`src/design/b2dlw_pkg.sv`:
```
// ----------------------------------------------------------------------------
// b2dlw_pkg: shared types, constants and microprogram
// Item layouts, state and opcode types, Q16.16 helpers and the fixed
// microprogram that the cell engine steps through for one compute item.
// ----------------------------------------------------------------------------
package b2dlw_pkg;

    localparam int GRID_X = 64;
    localparam int GRID_Y = 64;
    localparam int ROW_W  = $clog2(GRID_X);
    localparam int COL_W  = $clog2(GRID_Y);
    localparam int ADDR_W = ROW_W + COL_W;
    localparam int DEPTH  = GRID_X * GRID_Y;

    localparam int NREG      = 8;
    localparam int CFG_IDX_W = 3;
    localparam int COEF_W    = 31;

    localparam int PC_W     = 7;
    localparam int RF_DEPTH = 32;
    localparam int RF_IDX_W = 5;
    localparam int OPND_W   = 6;

    // Intermediate values saturate to +-(2^62-1).
    localparam logic signed [64:0] LIM65  = 65'sh3FFF_FFFF_FFFF_FFFF;
    localparam logic signed [64:0] NLIM65 = -65'sh3FFF_FFFF_FFFF_FFFF;
    localparam logic signed [63:0] LIM64  = 64'sh3FFF_FFFF_FFFF_FFFF;

    localparam logic CMD_WRITE   = 1'b0;
    localparam logic CMD_COMPUTE = 1'b1;

    // Configuration register indexes.
    localparam logic [CFG_IDX_W-1:0] CFG_AX = 3'd0;
    localparam logic [CFG_IDX_W-1:0] CFG_LX = 3'd1;
    localparam logic [CFG_IDX_W-1:0] CFG_AY = 3'd2;
    localparam logic [CFG_IDX_W-1:0] CFG_LY = 3'd3;
    localparam logic [CFG_IDX_W-1:0] CFG_KX = 3'd4;
    localparam logic [CFG_IDX_W-1:0] CFG_KY = 3'd5;
    localparam logic [CFG_IDX_W-1:0] CFG_NU = 3'd6;
    localparam logic [CFG_IDX_W-1:0] CFG_G  = 3'd7;

    // Register file slots. The five cells are loaded P, E, W, N, S.
    localparam logic [RF_IDX_W-1:0] R_UP   = 5'd0;
    localparam logic [RF_IDX_W-1:0] R_VP   = 5'd5;
    localparam logic [RF_IDX_W-1:0] R_AE   = 5'd10;
    localparam logic [RF_IDX_W-1:0] R_AW   = 5'd11;
    localparam logic [RF_IDX_W-1:0] R_BN   = 5'd12;
    localparam logic [RF_IDX_W-1:0] R_BS   = 5'd13;
    localparam logic [RF_IDX_W-1:0] R_VISC = 5'd14;
    localparam logic [RF_IDX_W-1:0] R_FE   = 5'd15;
    localparam logic [RF_IDX_W-1:0] R_FP   = 5'd16;
    localparam logic [RF_IDX_W-1:0] R_FW   = 5'd17;
    localparam logic [RF_IDX_W-1:0] R_GN   = 5'd18;
    localparam logic [RF_IDX_W-1:0] R_GP   = 5'd19;
    localparam logic [RF_IDX_W-1:0] R_GS   = 5'd20;
    localparam logic [RF_IDX_W-1:0] R_T    = 5'd21;
    localparam logic [RF_IDX_W-1:0] R_X    = 5'd22;
    localparam logic [RF_IDX_W-1:0] R_Y    = 5'd23;
    localparam logic [RF_IDX_W-1:0] R_Z    = 5'd24;

    // Neighbor offsets inside a set of five loaded cells.
    localparam logic [RF_IDX_W-1:0] NB_P = 5'd0;
    localparam logic [RF_IDX_W-1:0] NB_E = 5'd1;
    localparam logic [RF_IDX_W-1:0] NB_W = 5'd2;
    localparam logic [RF_IDX_W-1:0] NB_N = 5'd3;
    localparam logic [RF_IDX_W-1:0] NB_S = 5'd4;

    localparam int PRE_LEN  = 12;
    localparam int HALF_LEN = 39;
    localparam logic [PC_W-1:0] LAST_PC = 7'(PRE_LEN + 2 * HALF_LEN - 1);

    typedef enum logic [3:0] {
        OP_ADD,
        OP_SUB,
        OP_NEG,
        OP_NPOS,
        OP_AVG,
        OP_MUL16,
        OP_MUL17,
        OP_CLIPU,
        OP_CLIPV
    } op_t;

    typedef enum logic [2:0] {
        ST_IDLE,
        ST_READ,
        ST_FETCH,
        ST_EXEC,
        ST_MULW,
        ST_FIN
    } state_t;

    typedef struct packed {
        op_t                 op;
        logic [RF_IDX_W-1:0] dst;
        logic [OPND_W-1:0]   a;
        logic [OPND_W-1:0]   b;
    } instr_t;

    typedef struct packed {
        logic start;
        logic sh17;
    } mul_req_t;

    typedef struct packed {
        logic                cmd;
        logic [ROW_W-1:0]    row;
        logic [COL_W-1:0]    col;
        logic signed [31:0]  u_in;
        logic signed [31:0]  v_in;
    } in_item_t;

    typedef struct packed {
        logic signed [31:0] u_out;
        logic signed [31:0] v_out;
        logic               saturated;
    } out_item_t;

    function automatic logic [OPND_W-1:0] rs(input logic [RF_IDX_W-1:0] idx);
        return {1'b0, idx};
    endfunction

    function automatic logic [OPND_W-1:0] cs(input logic [CFG_IDX_W-1:0] idx);
        return {3'b100, idx};
    endfunction

    function automatic instr_t mk(input op_t op, input logic [RF_IDX_W-1:0] dst,
                                  input logic [OPND_W-1:0] a,
                                  input logic [OPND_W-1:0] b);
        instr_t i;
        i.op  = op;
        i.dst = dst;
        i.a   = a;
        i.b   = b;
        return i;
    endfunction

    function automatic logic signed [63:0] sat62(input logic signed [64:0] s);
        logic signed [63:0] r;
        if (s > LIM65) begin
            r = LIM64;
        end else if (s < NLIM65) begin
            r = -LIM64;
        end else begin
            r = s[63:0];
        end
        return r;
    endfunction

    // Returns {clipped flag, 32-bit value}.
    function automatic logic [32:0] clip32(input logic signed [63:0] x);
        logic [32:0] r;
        if (x > 64'sh7FFF_FFFF) begin
            r = {1'b1, 32'h7FFF_FFFF};
        end else if (x < -64'sh8000_0000) begin
            r = {1'b1, 32'h8000_0000};
        end else begin
            r = {1'b0, x[31:0]};
        end
        return r;
    endfunction

    // The program: a shared preamble (compression term, viscosity, face
    // averages), then one half for u and one for v. Each half builds the
    // fluxes, the Lax-Wendroff convective term, the Laplacian and the clip.
    function automatic instr_t prog(input logic [PC_W-1:0] pc);
        instr_t              i;
        logic [PC_W-1:0]     k;
        logic                vh;
        logic [RF_IDX_W-1:0] bs;
        i  = mk(OP_ADD, R_T, rs(R_T), rs(R_T));
        vh = 1'b0;
        k  = '0;
        if (pc < 7'(PRE_LEN)) begin
            unique case (pc)
                7'd0:    i = mk(OP_SUB,   R_T,    rs(R_UP + NB_E), rs(R_UP + NB_W));
                7'd1:    i = mk(OP_MUL16, R_T,    cs(CFG_AX), rs(R_T));
                7'd2:    i = mk(OP_SUB,   R_X,    rs(R_VP + NB_N), rs(R_VP + NB_S));
                7'd3:    i = mk(OP_MUL16, R_X,    cs(CFG_AY), rs(R_X));
                7'd4:    i = mk(OP_ADD,   R_T,    rs(R_T), rs(R_X));
                7'd5:    i = mk(OP_NPOS,  R_T,    rs(R_T), rs(R_T));
                7'd6:    i = mk(OP_MUL16, R_T,    cs(CFG_G), rs(R_T));
                7'd7:    i = mk(OP_ADD,   R_VISC, cs(CFG_NU), rs(R_T));
                7'd8:    i = mk(OP_AVG,   R_AE,   rs(R_UP), rs(R_UP + NB_E));
                7'd9:    i = mk(OP_AVG,   R_AW,   rs(R_UP + NB_W), rs(R_UP));
                7'd10:   i = mk(OP_AVG,   R_BN,   rs(R_VP), rs(R_VP + NB_N));
                default: i = mk(OP_AVG,   R_BS,   rs(R_VP + NB_S), rs(R_VP));
            endcase
        end else begin
            if (pc < 7'(PRE_LEN + HALF_LEN)) begin
                k = pc - 7'(PRE_LEN);
            end else begin
                vh = 1'b1;
                k  = pc - 7'(PRE_LEN + HALF_LEN);
            end
            bs = vh ? R_VP : R_UP;
            unique case (k)
                7'd0: i = vh ? mk(OP_MUL16, R_FE, rs(R_UP + NB_E), rs(R_VP + NB_E))
                             : mk(OP_MUL17, R_FE, rs(R_UP + NB_E), rs(R_UP + NB_E));
                7'd1: i = vh ? mk(OP_MUL16, R_FP, rs(R_UP), rs(R_VP))
                             : mk(OP_MUL17, R_FP, rs(R_UP), rs(R_UP));
                7'd2: i = vh ? mk(OP_MUL16, R_FW, rs(R_UP + NB_W), rs(R_VP + NB_W))
                             : mk(OP_MUL17, R_FW, rs(R_UP + NB_W), rs(R_UP + NB_W));
                7'd3: i = vh ? mk(OP_MUL17, R_GN, rs(R_VP + NB_N), rs(R_VP + NB_N))
                             : mk(OP_MUL16, R_GN, rs(R_UP + NB_N), rs(R_VP + NB_N));
                7'd4: i = vh ? mk(OP_MUL17, R_GP, rs(R_VP), rs(R_VP))
                             : mk(OP_MUL16, R_GP, rs(R_UP), rs(R_VP));
                7'd5: i = vh ? mk(OP_MUL17, R_GS, rs(R_VP + NB_S), rs(R_VP + NB_S))
                             : mk(OP_MUL16, R_GS, rs(R_UP + NB_S), rs(R_VP + NB_S));
                7'd6:  i = mk(OP_SUB,   R_X, rs(R_FE), rs(R_FW));
                7'd7:  i = mk(OP_MUL16, R_X, cs(CFG_AX), rs(R_X));
                7'd8:  i = mk(OP_NEG,   R_T, rs(R_X), rs(R_X));
                7'd9:  i = mk(OP_SUB,   R_Y, rs(R_FE), rs(R_FP));
                7'd10: i = mk(OP_MUL16, R_Y, rs(R_AE), rs(R_Y));
                7'd11: i = mk(OP_SUB,   R_Z, rs(R_FP), rs(R_FW));
                7'd12: i = mk(OP_MUL16, R_Z, rs(R_AW), rs(R_Z));
                7'd13: i = mk(OP_SUB,   R_Y, rs(R_Y), rs(R_Z));
                7'd14: i = mk(OP_MUL16, R_Y, cs(CFG_LX), rs(R_Y));
                7'd15: i = mk(OP_ADD,   R_T, rs(R_T), rs(R_Y));
                7'd16: i = mk(OP_SUB,   R_X, rs(R_GN), rs(R_GS));
                7'd17: i = mk(OP_MUL16, R_X, cs(CFG_AY), rs(R_X));
                7'd18: i = mk(OP_SUB,   R_T, rs(R_T), rs(R_X));
                7'd19: i = mk(OP_SUB,   R_Y, rs(R_GN), rs(R_GP));
                7'd20: i = mk(OP_MUL16, R_Y, rs(R_BN), rs(R_Y));
                7'd21: i = mk(OP_SUB,   R_Z, rs(R_GP), rs(R_GS));
                7'd22: i = mk(OP_MUL16, R_Z, rs(R_BS), rs(R_Z));
                7'd23: i = mk(OP_SUB,   R_Y, rs(R_Y), rs(R_Z));
                7'd24: i = mk(OP_MUL16, R_Y, cs(CFG_LY), rs(R_Y));
                7'd25: i = mk(OP_ADD,   R_T, rs(R_T), rs(R_Y));
                7'd26: i = mk(OP_SUB,   R_X, rs(bs + NB_E), rs(bs + NB_P));
                7'd27: i = mk(OP_SUB,   R_Y, rs(bs + NB_W), rs(bs + NB_P));
                7'd28: i = mk(OP_ADD,   R_X, rs(R_X), rs(R_Y));
                7'd29: i = mk(OP_MUL16, R_X, cs(CFG_KX), rs(R_X));
                7'd30: i = mk(OP_SUB,   R_Y, rs(bs + NB_N), rs(bs + NB_P));
                7'd31: i = mk(OP_SUB,   R_Z, rs(bs + NB_S), rs(bs + NB_P));
                7'd32: i = mk(OP_ADD,   R_Y, rs(R_Y), rs(R_Z));
                7'd33: i = mk(OP_MUL16, R_Y, cs(CFG_KY), rs(R_Y));
                7'd34: i = mk(OP_ADD,   R_X, rs(R_X), rs(R_Y));
                7'd35: i = mk(OP_MUL16, R_X, rs(R_VISC), rs(R_X));
                7'd36: i = mk(OP_ADD,   R_T, rs(bs + NB_P), rs(R_T));
                7'd37: i = mk(OP_ADD,   R_T, rs(R_T), rs(R_X));
                default: i = vh ? mk(OP_CLIPV, R_T, rs(R_T), rs(R_T))
                                : mk(OP_CLIPU, R_T, rs(R_T), rs(R_T));
            endcase
        end
        return i;
    endfunction

endpackage

```
`src/design/b2dlw_mul.sv`:
```
// ----------------------------------------------------------------------------
// b2dlw_mul: multi-cycle Q16.16 multiplier
// Forms the exact product of two magnitudes from four 32x32 partial
// products, one per cycle, then rounds half away from zero, saturates and
// applies the sign.
// ----------------------------------------------------------------------------
module b2dlw_mul (
    input  logic                      clk,
    input  logic                      rst_n,
    input  b2dlw_pkg::mul_req_t       req,
    input  logic signed [63:0]        a,
    input  logic signed [63:0]        b,
    output logic                      done,
    output logic signed [63:0]        res
);
    import b2dlw_pkg::*;

    localparam logic [2:0] CNT_FIRST_PP = 3'd1;
    localparam logic [2:0] CNT_LAST_PP  = 3'd4;
    localparam logic [2:0] CNT_LAST_ACC = 3'd5;
    localparam logic [2:0] CNT_ROUND    = 3'd6;

    logic               busy_reg;
    logic [2:0]         cnt_reg;
    logic               done_reg;
    logic               neg_reg;
    logic               sh17_reg;
    logic [63:0]        ma_reg;
    logic [63:0]        mb_reg;
    logic [63:0]        pp_reg;
    logic [1:0]         psh_reg;
    logic [127:0]       acc_reg;
    logic signed [63:0] res_reg;

    logic [1:0]   k;
    logic [31:0]  ah;
    logic [31:0]  bh;
    logic [127:0] pp_ext;
    logic [127:0] rnd;
    logic [127:0] q128;
    logic [63:0]  qm;

    always_comb
    begin
        k  = 2'(cnt_reg - CNT_FIRST_PP);
        ah = k[1] ? ma_reg[63:32] : ma_reg[31:0];
        bh = k[0] ? mb_reg[63:32] : mb_reg[31:0];
        unique case (psh_reg)
            2'd0:    pp_ext = {64'd0, pp_reg};
            2'd1:    pp_ext = {32'd0, pp_reg, 32'd0};
            default: pp_ext = {pp_reg, 64'd0};
        endcase
        rnd  = acc_reg + (sh17_reg ? 128'h1_0000 : 128'h8000);
        q128 = sh17_reg ? (rnd >> 17) : (rnd >> 16);
        qm   = (|q128[127:62]) ? 64'(LIM64) : q128[63:0];
    end

    always_ff @(posedge clk or negedge rst_n)
    begin
        if (!rst_n)
        begin
            busy_reg <= 1'b0;
            cnt_reg  <= '0;
            done_reg <= 1'b0;
        end
        else
        begin
            done_reg <= 1'b0;
            if (req.start)
            begin
                busy_reg <= 1'b1;
                cnt_reg  <= CNT_FIRST_PP;
            end
            else if (busy_reg)
            begin
                if (cnt_reg == CNT_ROUND)
                begin
                    busy_reg <= 1'b0;
                    done_reg <= 1'b1;
                end
                cnt_reg <= cnt_reg + 3'd1;
            end
        end
    end

    always_ff @(posedge clk)
    begin
        if (req.start)
        begin
            neg_reg  <= a[63] ^ b[63];
            sh17_reg <= req.sh17;
            ma_reg   <= a[63] ? 64'(-a) : 64'(a);
            mb_reg   <= b[63] ? 64'(-b) : 64'(b);
            acc_reg  <= '0;
        end
        else if (busy_reg)
        begin
            if (cnt_reg >= CNT_FIRST_PP && cnt_reg <= CNT_LAST_PP)
            begin
                pp_reg  <= ah * bh;
                psh_reg <= {1'b0, k[1]} + {1'b0, k[0]};
            end
            if (cnt_reg > CNT_FIRST_PP && cnt_reg <= CNT_LAST_ACC)
            begin
                acc_reg <= acc_reg + pp_ext;
            end
            if (cnt_reg == CNT_ROUND)
            begin
                res_reg <= neg_reg ? -$signed(qm) : $signed(qm);
            end
        end
    end

    assign done = done_reg;
    assign res  = res_reg;

endmodule
```
`config.mk`:
```
export PLATFORM = sky130hd
export DESIGN_NAME = b2dlw_mul
export DESIGN_NICKNAME = d
export VERILOG_FILES = /design/src/design/b2dlw_pkg.sv /design/src/design/b2dlw_mul.sv
export SDC_FILE = /design/constraint.sdc
export NUM_CORES = 2
export LEC_CHECK = 0
export ABC_CLOCK_PERIOD_IN_PS = 9020
export BUFFER_PORTS_ARGS = -buffer_cell sky130_fd_sc_hd__buf_2
export CORE_MARGIN = 1.5
export CORE_UTILIZATION = 50
export CTS_BUF_LIST = sky130_fd_sc_hd__clkbuf_16
export CTS_CLUSTER_SIZE = 25
export DETAILED_ROUTE_END_ITERATION = 10
export PLACE_DENSITY_LB_ADDON = 0.08
export SLEW_MARGIN = 20
export SYNTH_ARGS = -nofsm -noshare
export SYNTH_HDL_FRONTEND = slang
export SYNTH_SLANG_ARGS = --single-unit
export TNS_END_PERCENT = 1
```
`constraint.sdc`:
```
create_clock -name clk -period 9.02 [get_ports clk]
set_clock_uncertainty 0.15 [all_clocks]
set_input_delay 0.451 -clock clk [delete_from_list [all_inputs] [get_ports clk]]
set_output_delay 0.451 -clock clk [all_outputs]
set_load 0.01 [all_outputs]
```
== Word level (Yosys, flattened, before mapping) ==
Cells that the tools add are included.

* Register bits: 393
* Bits of input ports: 132
* Output and inout port bits: 65
* Logic and storage cells: 55

* $add $sub $neg: 8
* $mul: 1
* Magnitude comparators: 4
* Equal/unequal tests: 2
* Mux-type cells: 17
* Bitwise operators: 2
* Reduce and logical (&&, ||, !) cells: 8

{| class="wikitable"
|+ Operators by type and width
! cell !! number
|-
| $pmux 128 s2 || 1
|-
| $neg 64->64 || 3
|-
| $add 128x128->128 || 1
|-
| $add 128x17->128 || 1
|-
| $mux 64 || 2
|-
| $mux 63 || 2
|-
| $mux 112 || 1
|-
| $reduce_or 66->1 || 1
|-
| $mul 32x32->64 || 1
|-
| $mux 32 || 2
|-
| $mux 17 || 1
|-
| $le 3x3->1 const B || 2
|-
| $mux 1 || 6
|-
| $mux 3 || 2
|-
| $reduce_and 3->1 || 2
|-
| $add 3x1->3 const B || 1
|-
| $eq 3x3->1 const B || 1
|-
| $ge 3x1->1 const B || 1
|-
| $gt 3x1->1 const B || 1
|-
| $add 1x1->2 || 1
|-
| $eq 2x1->1 const B || 1
|-
| $logic_and 1x1->1 || 2
|-
| $logic_not 2->1 || 1
|-
| $reduce_and 2->1 || 1
|-
| other kinds (4) || 4
|}

== Longest topological paths before layout ==
* Depth after elaboration: 7
* Depth in mapped cells: 38
* Gate-level depth less buffers: 33

== Worst setup path after synthesis ==
OpenSTA, ideal clock, no wires.

* Path kind: reg-to-reg
* From: reg cnt_reg[0]
* To: reg pp_reg[57] (data pin)
* Arrival time: 9.221 ns
* Slack: -0.611 ns
* Cell stages (with the launch flop): 37
* Buffers on the path: 5
* Period minus slack after synthesis: 9.631 ns
* Cell sequence: dfrtp_1 > clkbuf_1 > inv_1 > ha_1 > clkbuf_1 > clkbuf_1 > buf_1 > mux2i_1 > clkbuf_1 > nor2_1 > fa_1 > inv_1 > fa_1 > fa_1 > fa_1 > inv_1 > fa_1 > inv_1 > fa_1 > inv_1 > fa_1 > inv_1 > fa_1 > inv_1 > ha_1 > nand2_1 > nor4_1 > o211ai_1 > a311o_1 > a31oi_1 > o2111ai_1 > a31oi_1 > o31a_1 > o41ai_1 > o21bai_1 > a21oi_1 > xnor2_1

* Longest elaborated chain between the ends: 3

{| class="wikitable"
|+ Ends and longest elaborated chain
! what !! line !! source
|-
| from (decl) || b2dlw_mul.sv:24 || <nowiki>logic [2:0] cnt_reg;</nowiki>
|-
| from (signal assigned) || b2dlw_mul.sv:81 || <nowiki>cnt_reg <= cnt_reg + 3'd1;</nowiki>
|-
| $sub 2x1->2 * || b2dlw_mul.sv:45 || <nowiki>k = 2'(cnt_reg - CNT_FIRST_PP);</nowiki>
|-
| $mux 32 (on tied branches) || b2dlw_mul.sv:46, b2dlw_mul.sv:47 ||
|-
| $mul 32x32->64 * || b2dlw_mul.sv:100 || <nowiki>pp_reg <= ah * bh;</nowiki>
|-
| to (signal assigned) || b2dlw_mul.sv:100 ||
|-
| to (decl) || b2dlw_mul.sv:30 || <nowiki>logic [63:0] pp_reg;</nowiki>
|}

Mark *: on every way between the ends. The rest lies on a longest branch, timed or not.
A chain may end at the register's enable or synchronous reset.

== Worst setup path in the final report ==
Same ends and word-level chain as after synthesis.

==> summary.md <==
| Metric | Value |
|---|---|
| TritonCTS buffer count | `48` |
| CP max-delay cell | `fa_1` |
| Flip-flop count of the largest register after layout | `~130` |
| Wire per inst | `25.4 um` |
| Hold WS | `between 0.015 and 0.02 ns` |
| Multi-input logic area | `49000 um^2` |
| Initial antenna violation count | `2` |
| FILL cells | `11600` |
| RSZ-0062 raised after global routing | `yes` |
| Via Count | `57500` |
| CP Max Fanout | `12` |
| Longest Clk Path Bufs | `3` |
| DR vias/cell | `5.88` |
| DRC viols | `0` |
| Worst Setup Path Type | `reg -> reg` |
| Final setup margin | `-0.0440 ns` |
| Max Clock Freq | `110 MHz` |
| Port Buffers | `196` |
| Post-synth EDFFs | `260` |
| Largest net degree at the start of global routing | `86` |
| Compound-Gate Fraction of Synth Area | `12.5%` |
| # setup viols final | `1` |
| Iteration-0 DRC Markers | `4912` |
| Final nets | `9509` |
| Largest family of logic cells by synthesized area | `adder cells` |
| Slowest stage delay, CP | `0.56 ns` |
| Reg2reg setup slack | `-0.04 ns` |
| Antenna Nets Post-Route | `0` |
| Die height | `about 360 um` |
| Top FF cell, synth | `edfxtp_1` |
| Initial Util | `50.3%` |
| Clock latency on the worst-skew pair | `just under 0.7 ns` |
| Syn_area_per_cell | `8.46 um^2` |
| Layout cells sized above 1 | `13.2%` |
| First-pass DRT Iterations | `6` |
| Post-Syn Area | `64200 um^2` |
| Simple-gate share of the synthesized area | `18.9%` |
| Async set-reset flop share out of synthesis | `around 1.3%` |
| Status | `finished, violations left` |
| Final wirelength | `249000 um` |
| Synth Instances | `7585` |
| Vias in the first global route | `57900` |
| Final Max Slew Viols | `0` |
| Met2 WL post-DR | `~110000 um` |
| CP arrival | `9.34 ns` |
| Slew margin rel. | `about 27%` |
| IO Pins | `197` |
| #FFs+latches synth | `393` |
| Post-synth cell types | `between 90 and 100` |
| Placeable Area | `128000 um^2` |
| First-pass GRT wire length | `369000 um` |
| Final Wtd Congestion | `1.06` |
| HP Class | `in -> reg` |
| Die Width | `361 um` |
| Final hold viol count | `0` |
| Register Area | `10500 um^2` |
| Startpoint types | `register` |
| MaxCap Viol Count | `0` |
| Root Driver | `clkbuf_16` |
| Area share of fa/ha/maj cells after synthesis | `35.8%` |
| Met3 WL | `18500 um` |
| Top sig layer | `met5` |
| Cell mode on critical path | `fa_1` |
| Max H-tree Level | `2` |
| Worst-path clk slew | `0.07 ns` |
| Synth Area in XOR/XNOR | `5.09%` |
| Syn Nets | `between 9000 and 10000` |
| Mux share of post-synthesis cell area | `3.15%` |
| Worst-Margin Slew | `roughly 1.1 ns` |
| Crit. End Element | `register` |
| TritonCTS clock tree | `yes` |
| Total Routing Usage GR | `about two fifths` |
| CTS sink cnt | `393` |
| Failing checks | `setup timing` |
| Area growth from synthesis to layout | `15.3%` |
| Period utilisation layout | `100%` |
| Final HPWL DP | `208000 um` |
| Synth warnings | `0` |
| Overflow after GRT | `0` |
| Sequential cell area fraction in the yosys report | `16.3%` |
| Row cnt | `131` |
| DRT met1 WL | `97700 um` |
| Post-layout min period | `9.06 ns` |
| Die area | `131000 um^2` |
| Worst EP required | `9.29 ns` |
[worst max-delay path, delay by kind of cell, from the launching register on]
kind | cells | cell delay (ns)
simple gates | 2 | 0.33
flops | 1 | 0.42
xor+xnor | 1 | 0.09
mux | 1 | 0.28
buf+inv | 10 | 1.07
compound gates | 9 | 1.81
fa+ha+maj | 10 | 4.62
[logic make-up after synthesis]
| kind of cell | after synthesis |
|---|---|
| mux | 193 |
| xor+xnor | 373 |
| fa+ha+maj | 1296 |
| flops | 393 |
| simple gates | 2683 |
| compound gates | 1246 |
| buf+inv | 1401 |
[Yosys cell counts, types with 85 or more instances]
| cell type | number | area, um^2 |
|---|---|---|
| a21oi_1 | 372 | 1860 |
| xor2_1 | 85 | 744 |
| nand3_1 | 124 | 621 |
| fa_1 | 898 | 18000 |
| nand4_1 | 137 | 857 |
| edfxtp_1 | 260 | 7810 |
| dfxtp_1 | 128 | 2560 |
| inv_1 | 996 | 3740 |
| nor2_1 | 844 | 3170 |
| a21o_1 | 137 | 1030 |
| ha_1 | 398 | 4980 |
| xnor2_1 | 288 | 2520 |
| clkbuf_1 | 370 | 1390 |
| nand2_1 | 1011 | 3790 |
| o21ai_0 | 243 | 1220 |
| nor3_1 | 103 | 515 |
| and2_1 | 100 | 626 |
| mux2i_1 | 123 | 1230 |
[placed cells by master (no fill, tap or decap), types with 51 or more instances in the layout]
cell              n
dlygate4sd3_1    72
xor2_1           85
nor3_1          103
buf_4           490
nand3_1         122
ha_1            394
o21ai_0         239
mux2i_1          73
a21oi_1         369
o21bai_1         58
mux2_2           56
nor4_1           60
xnor2_1         288
buf_12           67
a21o_1          137
nand4_1         137
and2_1          100
nor2_1          840
and3_1           51
fa_1            892
buf_2           195
inv_1          1002
nand2_1        1009
o31ai_1          66
dfxtp_1         128
edfxtp_1        260
[per-stage QoR]
stage / instance area [um^2] / setup WS, ns / std cells / util (%) / TNS (ns)
after floorplan: 64200 / -0.183 / 7585 / - / -0.511
after global placement: 71000 / -0.587 / 9600 / 55.7 / -3.75
after detailed placement: 71000 / -0.596 / 9600 / 55.7 / -4.41
after CTS: 74000 / -0.0166 / 9782 / 58.0 / -0.0166
after global routing: 74000 / -0.366 / 9783 / 58.1 / -2.04
final: 74000 / -0.0440 / 9788 / 58.1 / -0.0440
[worst paths after layout]
kind                             startpoint           to  depth (start not counted)
worst max-delay path             cnt_reg[0]   pp_reg[57]                         33
worst min-delay path                  a[24]   ma_reg[24]                          2
worst max register to register   cnt_reg[0]   pp_reg[57]                         33
worst min register to register  acc_reg[13]  acc_reg[13]                          2
max in group asynchronous             rst_n   cnt_reg[0]                          2
min in group asynchronous             rst_n         done                          2
[metal layers]
| layer | vias to the layer above | GRT usage [%] |
|---|---|---|
| li1 | 26100 | - |
| met1 | 28300 | 47.2 |
| met2 | 2526 | 62.4 |
| met3 | 572 | 6.09 |
| met4 | 2 | 23.0 |
| met5 | - | 0 |
[layout make-up]
class | count | share of cell area [%]
repair buffers | 849 | 9.50
clock buffers | 48 | 1.62
diodes | 6 | 0.0203
well taps | 1662 | 2.81
inverters | 998 | 5.06
multi-input cells | 5791 | 66.2
clock inverters | 41 | 0.578
flip-flops and latches | 393 | 14.2
[what timing repair did]
action                                  4_1_cts  5_1_grt
pin swaps                                    45        4
endpoints found under the setup margin       13       14
hold buffers                                 72        0
gates cloned                                  1        0
endpoints found under the hold margin        77        0
gates resized for setup                      97        7
setup buffers                                21        0
Power is left out: the tool's default activity adds up to more than one toggle a clock period on the data nets, which glitch-free logic cannot reach.
